File: src/hdl/assert_macros.svh
// Assertion helpers; bodies vanish under SYNTHESIS.
// Both macros sample on clk and hold off while rst_n is low.
`ifndef ASSERT_MACROS_SVH
`define ASSERT_MACROS_SVH
`ifndef SYNTHESIS
`define ASSERT_IMP(lbl, ante, cons) \
    lbl: assert property (@(posedge clk) disable iff (!rst_n) (ante) |-> (cons)) \
        else $error("assertion failed");
`define ASSERT_NXT(lbl, ante, cons) \
    lbl: assert property (@(posedge clk) disable iff (!rst_n) (ante) |=> (cons)) \
        else $error("assertion failed");
`else
`define ASSERT_IMP(lbl, ante, cons)
`define ASSERT_NXT(lbl, ante, cons)
`endif
`endif

File: src/hdl/kmac_pkg.sv
package kmac_pkg;

    localparam int unsigned CLK_W = 32;
    localparam int unsigned CNT_W = 7;   // counts up to 126 peers plus self
    localparam int unsigned NUM_CAP = 4;

    localparam logic [CLK_W-1:0] CLOCK_MAX = '1;

    // register byte addresses
    localparam logic [4:0] ADDR_NODE_COUNT = 5'd0;
    localparam logic [4:0] ADDR_SELF_ID    = 5'd4;
    localparam logic [4:0] ADDR_CAP0       = 5'd8;
    localparam logic [4:0] ADDR_CAP1       = 5'd12;
    localparam logic [4:0] ADDR_CAP2       = 5'd16;
    localparam logic [4:0] ADDR_CAP3       = 5'd20;

    typedef enum logic [1:0] {
        MODE_PEER_STATE = 2'd0,
        MODE_PEER_REQ   = 2'd1,
        MODE_OWN_REQ    = 2'd2,
        MODE_OWN_REL    = 2'd3
    } mode_t;

    typedef enum logic [1:0] {
        ST_IDLE,
        ST_LAUNCH,
        ST_SCAN
    } state_t;

    typedef struct packed {
        logic [CLK_W-1:0] clock;
        logic [1:0]       channel;
        logic [CLK_W-1:0] rtime;
        logic             active;
    } peer_t;

    // token that walks the cell row
    typedef struct packed {
        logic             go;
        logic             ok;
        logic [CNT_W-1:0] cnt;
    } scan_t;

    function automatic logic [CLK_W-1:0] sat_inc(input logic [CLK_W-1:0] v);
        sat_inc = (v == CLOCK_MAX) ? CLOCK_MAX : v + CLK_W'(1);
    endfunction

endpackage

File: src/hdl/k_mutex_admission_check_top.sv
// channel  | dir | handshake                   | moves
// ---------+-----+-----------------------------+------------------------------------------
// request  | in  | start && !busy              | mode, peer_id, peer_clock, peer_channel,
//          |     |                             | peer_request_time, peer_active,
//          |     |                             | request_channel
// result   | out | done (one cycle strobe)     | granted, clock_value, send_state, pending
// config   | in  | psel&penable&pwrite&pready  | node_count, self_id, channel_capacity_0..3
//
// From accept to the done strobe: the accept cycle updates the clock and the peer
// table, the LAUNCH state starts a token that walks the row of MAX_NODES cells,
// one cell per cycle, and done is registered as the token leaves the last cell.
// busy stays high from accept until done; a new request may be taken in the done cycle.
// rst_n is asynchronous, active low; it clears the clock, own request and peer table.
// The result side cannot stall: results are registered and shown for one cycle.
`include "assert_macros.svh"

module k_mutex_admission_check_top
    import kmac_pkg::*;
#(
    parameter int unsigned MAX_NODES    = 16,
    parameter int unsigned NUM_CHANNELS = 4
)
(
    input  logic        clk,
    input  logic        rst_n,
    // request
    input  logic        start,
    output logic        busy,
    input  logic [1:0]  mode,
    input  logic [3:0]  peer_id,
    input  logic [31:0] peer_clock,
    input  logic [1:0]  peer_channel,
    input  logic [31:0] peer_request_time,
    input  logic        peer_active,
    input  logic [1:0]  request_channel,
    // result
    output logic        done,
    output logic        granted,
    output logic [31:0] clock_value,
    output logic        send_state,
    output logic        pending,
    // configuration
    input  logic        psel,
    input  logic        penable,
    input  logic        pwrite,
    input  logic [4:0]  paddr,
    input  logic [31:0] pwdata,
    output logic [31:0] prdata,
    output logic        pready
);

    // ---------------- configuration registers ----------------
    logic [4:0] node_count_reg;
    logic [3:0] self_id_reg;
    logic [3:0] cap_reg [NUM_CAP];
    logic       cfg_wr;

    assign pready = 1'b1;
    assign cfg_wr = psel && penable && pwrite && pready;

    always_ff @(posedge clk or negedge rst_n)
    begin
        if (!rst_n)
        begin
            node_count_reg <= 5'd1;
            self_id_reg    <= 4'd0;
            for (int i = 0; i < NUM_CAP; i++)
            begin
                cap_reg[i] <= 4'd1;
            end
        end
        else if (cfg_wr)
        begin
            unique case (paddr)
                ADDR_NODE_COUNT: node_count_reg <= pwdata[4:0];
                ADDR_SELF_ID:    self_id_reg    <= pwdata[3:0];
                ADDR_CAP0:       cap_reg[0]     <= pwdata[3:0];
                ADDR_CAP1:       cap_reg[1]     <= pwdata[3:0];
                ADDR_CAP2:       cap_reg[2]     <= pwdata[3:0];
                ADDR_CAP3:       cap_reg[3]     <= pwdata[3:0];
                default:         ;
            endcase
        end
    end

    always_comb
    begin
        unique case (paddr)
            ADDR_NODE_COUNT: prdata = {27'd0, node_count_reg};
            ADDR_SELF_ID:    prdata = {28'd0, self_id_reg};
            ADDR_CAP0:       prdata = {28'd0, cap_reg[0]};
            ADDR_CAP1:       prdata = {28'd0, cap_reg[1]};
            ADDR_CAP2:       prdata = {28'd0, cap_reg[2]};
            ADDR_CAP3:       prdata = {28'd0, cap_reg[3]};
            default:         prdata = '0;
        endcase
    end

    // ---------------- control ----------------
    state_t state_reg;
    state_t state_next;
    logic   accept;
    mode_t  mode_in;
    scan_t  chain [MAX_NODES+1];
    logic   scan_end;

    assign accept   = start && !busy;
    assign mode_in  = mode_t'(mode);
    assign busy     = (state_reg != ST_IDLE);
    assign scan_end = chain[MAX_NODES].go;

    always_ff @(posedge clk or negedge rst_n)
    begin
        if (!rst_n)
        begin
            state_reg <= ST_IDLE;
        end
        else
        begin
            state_reg <= state_next;
        end
    end

    always_comb
    begin
        state_next = state_reg;
        unique case (state_reg)
            ST_IDLE:
            begin
                if (accept)
                begin
                    state_next = ST_LAUNCH;
                end
            end
            ST_LAUNCH:
            begin
                state_next = ST_SCAN;
            end
            ST_SCAN:
            begin
                if (scan_end)
                begin
                    state_next = ST_IDLE;
                end
            end
            default:
            begin
                state_next = ST_IDLE;
            end
        endcase
    end

    // ---------------- own state and clock ----------------
    logic [CLK_W-1:0] clock_reg;
    logic [CLK_W-1:0] clock_next;
    logic [1:0]       own_channel_reg;
    logic [CLK_W-1:0] own_rtime_reg;
    logic             own_req_reg;
    logic             send_reg;
    logic [CLK_W-1:0] peer_step;
    logic             peer_mode;

    // channel codes past the channel count fold back
    function automatic logic [1:0] fold_ch(input logic [1:0] c);
        unique case (c)
            2'd0: fold_ch = 2'(32'd0 % NUM_CHANNELS);
            2'd1: fold_ch = 2'(32'd1 % NUM_CHANNELS);
            2'd2: fold_ch = 2'(32'd2 % NUM_CHANNELS);
            2'd3: fold_ch = 2'(32'd3 % NUM_CHANNELS);
        endcase
    endfunction

    assign peer_mode = (mode_in == MODE_PEER_STATE) || (mode_in == MODE_PEER_REQ);
    assign peer_step = sat_inc((peer_clock > clock_reg) ? peer_clock : clock_reg);

    always_comb
    begin
        unique case (mode_in)
            MODE_PEER_STATE: clock_next = peer_step;
            MODE_PEER_REQ:   clock_next = sat_inc(peer_step);   // reply tick
            MODE_OWN_REQ:    clock_next = sat_inc(clock_reg);
            MODE_OWN_REL:    clock_next = clock_reg;
            default:         clock_next = clock_reg;
        endcase
    end

    always_ff @(posedge clk or negedge rst_n)
    begin
        if (!rst_n)
        begin
            clock_reg       <= '0;
            own_channel_reg <= '0;
            own_rtime_reg   <= '0;
            own_req_reg     <= 1'b0;
            send_reg        <= 1'b0;
        end
        else if (accept)
        begin
            clock_reg <= clock_next;
            send_reg  <= (mode_in == MODE_PEER_REQ) || (mode_in == MODE_OWN_REQ);
            if (mode_in == MODE_OWN_REQ)
            begin
                own_channel_reg <= fold_ch(request_channel);
                own_rtime_reg   <= clock_next;
                own_req_reg     <= 1'b1;
            end
            else if (mode_in == MODE_OWN_REL)
            begin
                own_req_reg <= 1'b0;
            end
        end
    end

    // ---------------- cell row ----------------
    peer_t            wr_data;
    logic [MAX_NODES-1:0] go_vec;

    assign wr_data.clock   = peer_clock;
    assign wr_data.channel = fold_ch(peer_channel);
    assign wr_data.rtime   = peer_request_time;
    assign wr_data.active  = peer_active;

    // token enters cell 0 with the own request already counted
    assign chain[0].go  = (state_reg == ST_LAUNCH);
    assign chain[0].ok  = 1'b1;
    assign chain[0].cnt = CNT_W'(1);

    for (genvar i = 0; i < MAX_NODES; i++)
    begin : g_cell
        logic wr_en;
        logic incl;

        assign wr_en = accept && peer_mode && (32'(peer_id) == 32'(i));
        assign incl  = (32'(i) < 32'(node_count_reg)) && (32'(i) != 32'(self_id_reg));
        assign go_vec[i] = chain[i+1].go;

        kmac_cell u_cell (
            .clk         (clk),
            .rst_n       (rst_n),
            .wr_en       (wr_en),
            .wr_data     (wr_data),
            .incl        (incl),
            .own_rtime   (own_rtime_reg),
            .own_channel (own_channel_reg),
            .scan_in     (chain[i]),
            .scan_out    (chain[i+1])
        );
    end

    // ---------------- result ----------------
    logic done_reg;
    logic granted_reg;
    logic grant_now;

    assign grant_now = own_req_reg && chain[MAX_NODES].ok
                       && (chain[MAX_NODES].cnt <= CNT_W'(cap_reg[own_channel_reg]));

    always_ff @(posedge clk or negedge rst_n)
    begin
        if (!rst_n)
        begin
            done_reg    <= 1'b0;
            granted_reg <= 1'b0;
        end
        else
        begin
            done_reg <= (state_reg == ST_SCAN) && scan_end;
            if ((state_reg == ST_SCAN) && scan_end)
            begin
                granted_reg <= grant_now;
            end
        end
    end

    assign done        = done_reg;
    assign granted     = granted_reg;
    assign clock_value = clock_reg;
    assign send_state  = send_reg;
    assign pending     = own_req_reg;

    // ---------------- checks ----------------
    `ASSERT_IMP(a_grant_needs_pending, done_reg && granted_reg, own_req_reg)
    `ASSERT_NXT(a_accept_goes_busy, accept, busy)
    `ASSERT_NXT(a_done_single, done_reg, !done_reg)
    `ASSERT_IMP(a_one_token, 1'b1, $onehot0(go_vec))

endmodule

File: src/hdl/kmac_cell.sv
module kmac_cell
    import kmac_pkg::*;
(
    input  logic             clk,
    input  logic             rst_n,
    input  logic             wr_en,
    input  peer_t            wr_data,
    input  logic             incl,
    input  logic [CLK_W-1:0] own_rtime,
    input  logic [1:0]       own_channel,
    input  scan_t            scan_in,
    output scan_t            scan_out
);

    peer_t entry_reg;
    scan_t scan_reg;
    scan_t scan_next;
    logic  late;
    logic  hit;

    always_ff @(posedge clk or negedge rst_n)
    begin
        if (!rst_n)
        begin
            entry_reg <= '0;
        end
        else if (wr_en)
        begin
            entry_reg <= wr_data;
        end
    end

    always_comb
    begin
        late = entry_reg.clock > own_rtime;
        hit  = entry_reg.active && (entry_reg.channel == own_channel)
               && (entry_reg.rtime <= own_rtime);
        scan_next.go  = scan_in.go;
        scan_next.ok  = scan_in.ok && (!incl || late);
        scan_next.cnt = scan_in.cnt + CNT_W'(incl && hit);
    end

    always_ff @(posedge clk or negedge rst_n)
    begin
        if (!rst_n)
        begin
            scan_reg <= '0;
        end
        else
        begin
            scan_reg <= scan_next;
        end
    end

    assign scan_out = scan_reg;

endmodule

File: config.mk
export PLATFORM = sky130hd
export DESIGN_NAME = k_mutex_admission_check_top
export DESIGN_NICKNAME = d
export VERILOG_FILES = /design/src/hdl/kmac_pkg.sv /design/src/hdl/k_mutex_admission_check_top.sv /design/src/hdl/kmac_cell.sv
export VERILOG_INCLUDE_DIRS = /design/src /design/src/hdl
export SDC_FILE = /design/constraint.sdc
export NUM_CORES = 2
export LEC_CHECK = 0
export ABC_AREA = 0
export BUFFER_PORTS_ARGS = -buffer_cell sky130_fd_sc_hd__buf_4
export CAP_MARGIN = 5
export CORE_MARGIN = 1
export CORE_UTILIZATION = 40
export CTS_CLUSTER_DIAMETER = 150
export DETAILED_ROUTE_END_ITERATION = 10
export HOLD_SLACK_MARGIN = 0.1
export PLACE_DENSITY_LB_ADDON = 0.1
export SKIP_CTS_REPAIR_TIMING = 1
export SYNTH_ARGS = -nofsm -noshare
export SYNTH_HDL_FRONTEND = slang
export SYNTH_SLANG_ARGS = --single-unit
File: constraint.sdc
create_clock -name clk -period 8.4 [get_ports clk]
set_input_delay 1.26 -clock clk [delete_from_list [all_inputs] [get_ports clk]]
set_output_delay 1.26 -clock clk [all_outputs]
set_load 0.01 [all_outputs]
==> results.md <==
- The tree is rooted in a clkbuf_16.
- For this block, the initial DRC count from the detailed router was about 4000.
- The cell family with the largest share of critical-path delay is simple AND/OR/NAND/NOR gates.
- The number of flip-flops in the largest register is 1072.
- Excluding fillers, the count of instances in the completed layout stands at 9608.
- The detailed placement HPWL is ~180000 um.
- The buffer and inverter count on the worst path is 3.
- The instance count of the mapped netlist is 6850.
- The share of synthesized cell area in full adder, half adder and majority cells is between 10% and 20%.
- Entering global routing, the biggest net connects approximately 150 pins.
- Prior to clock tree synthesis, the placed netlist has a worst setup slack of between 900 and 1000 ps.
- The leakage power figure is 42.71 nW.
- The category of the critical setup timing path is reg2reg.
- The clock-pin slew on the worst setup and hold paths is 60 ps.
- The data arrival time at the worst-slack endpoint is between 7000 and 8000 ps.
- The top achievable clock speed is 146.8 MHz.
- The final count of pins violating max slew is 0.
- Counting I/O delays and the setup requirement, the final critical path takes around 6800 ps.
- Once placement finished, the instance area stood at 81780 um2.
- The total number of nets in the final design is roughly 8000.
- The critical path goes through inv_1, ha_1, nand4_1, nor4_1, a211oi_1, nand2_1, o311ai_4, o21ai_0, ha_1, and2_1, nand4_1, nor4_1, mux2i_1, and2_1, inv_1, ha_1, nand2_1, a2bb2oi_1, nor4_4, buf_4, o21ai_0, o2111a_1, o31ai_1.
- The area of the placeable core is 192800 um2.
- Measured on the finished design, the core utilization comes to 45.19%.
- CTS built an H-tree with a depth of 4.
- The per-cell routed wire length is between 20 and 30 um.
- In this run the horizontal extent of the chip is 443.0 um.
- The number of synthesis warnings is 0.
- The synthesized area per cell is roughly 11 um2.
- The number of setup violations in the final report is 0.
- Setup repair after global routing left no endpoint under its margin.
- The routed design uses 115400 um of met2 wire.
- The die outline height is 443.0 um.
- By area, the combinational part of the netlist is dominated by adder cells.
- The count of unique library cells instantiated by Yosys is 89.
- In this run the biggest area consumer among cell types represents 41.60% of the synthesized area.
- The required time at the endpoint of the critical path is 9100 ps.
- The tightest min-delay check is of the reg2reg type.
- The final-layout setup total negative slack is 0 ps.
- The weighted congestion reported at the end of routability-driven placement is ~0.94.
- The highest metal layer used by the detailed router is met5.
- The completed layout was analyzed and its total power is 29.71 mW.
- After Yosys synthesis, XOR and XNOR cells account for 1.723% of the synthesized area.
- The longest clock path from root to sink contains 3 buffers.
- Relative to the synthesized area, the layout overhead comes to 12.01%.
- The most used flip-flop cell after synthesis is dfrtp_1.
- The met3 wire length is approximately 14000 um.
- At the later pin of the worst-skew pair, clock insertion delay measures 810 ps.
- The run finished with clean final reports.
- Wires add up to 259200 um.
- The via count of the first global-routing pass is between 50000 and 60000.
- Along the worst path, the maximum fanout reaches 12.
- For the final database, setup skew stands at 21.90 ps.
- The initial antenna violation count is 29.
- The cell area that synthesis handed to floorplanning was about 78000 um2.
- Across the run, the number of max-cap violations was 0.
- The global-route wire length before repair is roughly 380000 um.
- For this run the aggregate overflow at the end of global routing stands at 0.
- During placement, the flow inserted port buffers numbering 132.
- Dividing total power by cell area gives a power density of 341.0 nW/um2.
- In the synthesized netlist the async set-or-reset flop fraction comes to 100.0%.
- dfrtp_1 is the most common cell in the netlist.
- On the final layout, the worst hold slack is 347.0 ps.
- The initial utilization of the core area, before any placement, comes to approximately two fifths.
- The post-route netlist has 23.33% of its cells at a drive strength greater than 1.
- After detailed routing, the number of remaining DRC violations is 0.
- The worst setup path is launched from a flop.
- The overall routing resource usage is a little over a quarter.
- STA classifies the critical path endpoint as a flop.
- The met1 layer wirelength in the final routing is 123600 um.
- Counting the buffers created by CTS gives roughly 160.
- The most numerous cell type found on the critical path is ha_1.
- The routed layout has 55780 vias.
- Of the synthesized area, sequential elements account for 41.77%.
- The finished cells cover 87110 um2.
- The number of placed instances with taps included is between 9000 and 10000.
- In this run the tightest slew margin relative to its limit is 15.10%.
- The highest ir drop seen on vdd is 199.7 uV.
- The simple-gate portion of the synthesized area is 9.833%.
- At the pin with the least slew margin, the transition time is about 1300 ps.
- By area the synthesized netlist is led by dfrtp_1, ha_1, mux2_2, o21ai_0, nand4_1.
- The cell with the biggest individual delay on the critical path is dfrtp_1.
- On the worst path, the slowest cell contributes a delay of 600 ps.
- The largest area contributor in the synthesized netlist is dfrtp_1.
- Once detail routing completed, the nets flagged for antenna violations numbered 0.
- The TritonCTS clock tree is built.
- The number of synthesized flops with an enable pin is 0.
- Before antenna repair, the detailed router went through 6 iterations.
- The clock sink total is 1298.
- The final number of hold-violating endpoints is 0.
- Row generation in the floorplan step produced 161 rows.
- Counting flops and latches in the post-synthesis netlist gives ~1300.
- The I/O pin count is 188.
- The worst setup slack after layout is about 1600 ps.
- Dividing the final minimum period by the clock period gives 81.08%.
- Ranked by instance count, the synthesized netlist is headed by dfrtp_1, ha_1, mux2_2.
- The portion of synthesized area spent on multiplexers is 15.85%.
- The complex-gate fraction of the synthesized area is 10.69%.
- The area of the die is between 150000 and 200000 um2.
- The vias per cell is 5.805.
## layout by cell type, fill, tap and decap left out, types with 19 or more instances in the layout
cell type,n
ha_1,1097
nor4_1,31
a211oi_1,20
nor2_1,186
buf_4,240
nand4_1,272
o21a_1,194
clkinv_2,19
dfrtp_1,1292
clkbuf_1,41
a21oi_1,320
mux2_2,1047
mux2i_1,45
clkbuf_16,159
xor2_1,33
and3_1,39
nor2b_1,157
a31oi_1,20
a21o_1,198
o21ai_0,353
nand2_1,271
clkbuf_8,45
nand2b_1,128
xnor2_1,120
o211ai_1,19
or2_2,29
inv_1,98
o31ai_1,38
nand3_1,143
conb_1,28
nor3_1,64
inv_2,26
## worst paths after layout
kind	start	end	slack (ps)	cells past startpoint
max in group asynchronous	rst_n	g_cell[3].u_cell.entry_reg[14]$_DFFE_PN0P_	6100	3
min	g_cell[5].u_cell.scan_out[8]$_DFF_PN0_	g_cell[6].u_cell.scan_out[8]$_DFF_PN0_	350	0
max reg2reg	clock_value[24]$_DFFE_PN0P_	clock_value[12]$_DFFE_PN0P_	1590	23
min reg2reg	g_cell[5].u_cell.scan_out[8]$_DFF_PN0_	g_cell[6].u_cell.scan_out[8]$_DFF_PN0_	350	0
max	clock_value[24]$_DFFE_PN0P_	clock_value[12]$_DFFE_PN0P_	1590	23
min in group asynchronous	rst_n	g_cell[10].u_cell.scan_out[6]$_DFF_PN0_	440	1
## area by class of cell
class	instances	area, um2
clock buffer	245	4752
tap	2526	3161
timing repair buffer	249	1989
antenna	10	25.02
sequential	1298	32490
fill	17940	105700
inverter	130	488.0
multi-input combinational	5111	43650
clock inverter	39	561.8
## layer usage
| metal | vias to the layer above | track usage [%] |
|---|---|---|
| met5 | - | 0 |
| met1 | 28590 | 38.21 |
| met3 | 336 | 3.649 |
| li1 | 25510 | - |
| met2 | 1335 | 41.03 |
| met4 | 2 | 6.741 |
## power by group
part | internal (mW) | leakage, nW | switching, mW
sequential | 7.80 | 17.3 | 1.07
combinational | 5.73 | 22.8 | 8.05
clock | 4.25 | 2.62 | 2.81
total | 17.8 | 42.7 | 11.9
## cell families after synthesis
group	count (synthesis)
other	2
XOR/XNOR	153
multiplexers	1096
AND/OR/NAND/NOR	1423
AO/OA/AOI/OAI	1313
buffers and inverters	467
flip-flops	1298
adder cells (fa/ha/maj)	1098
(Power assumes the default switching activity.)
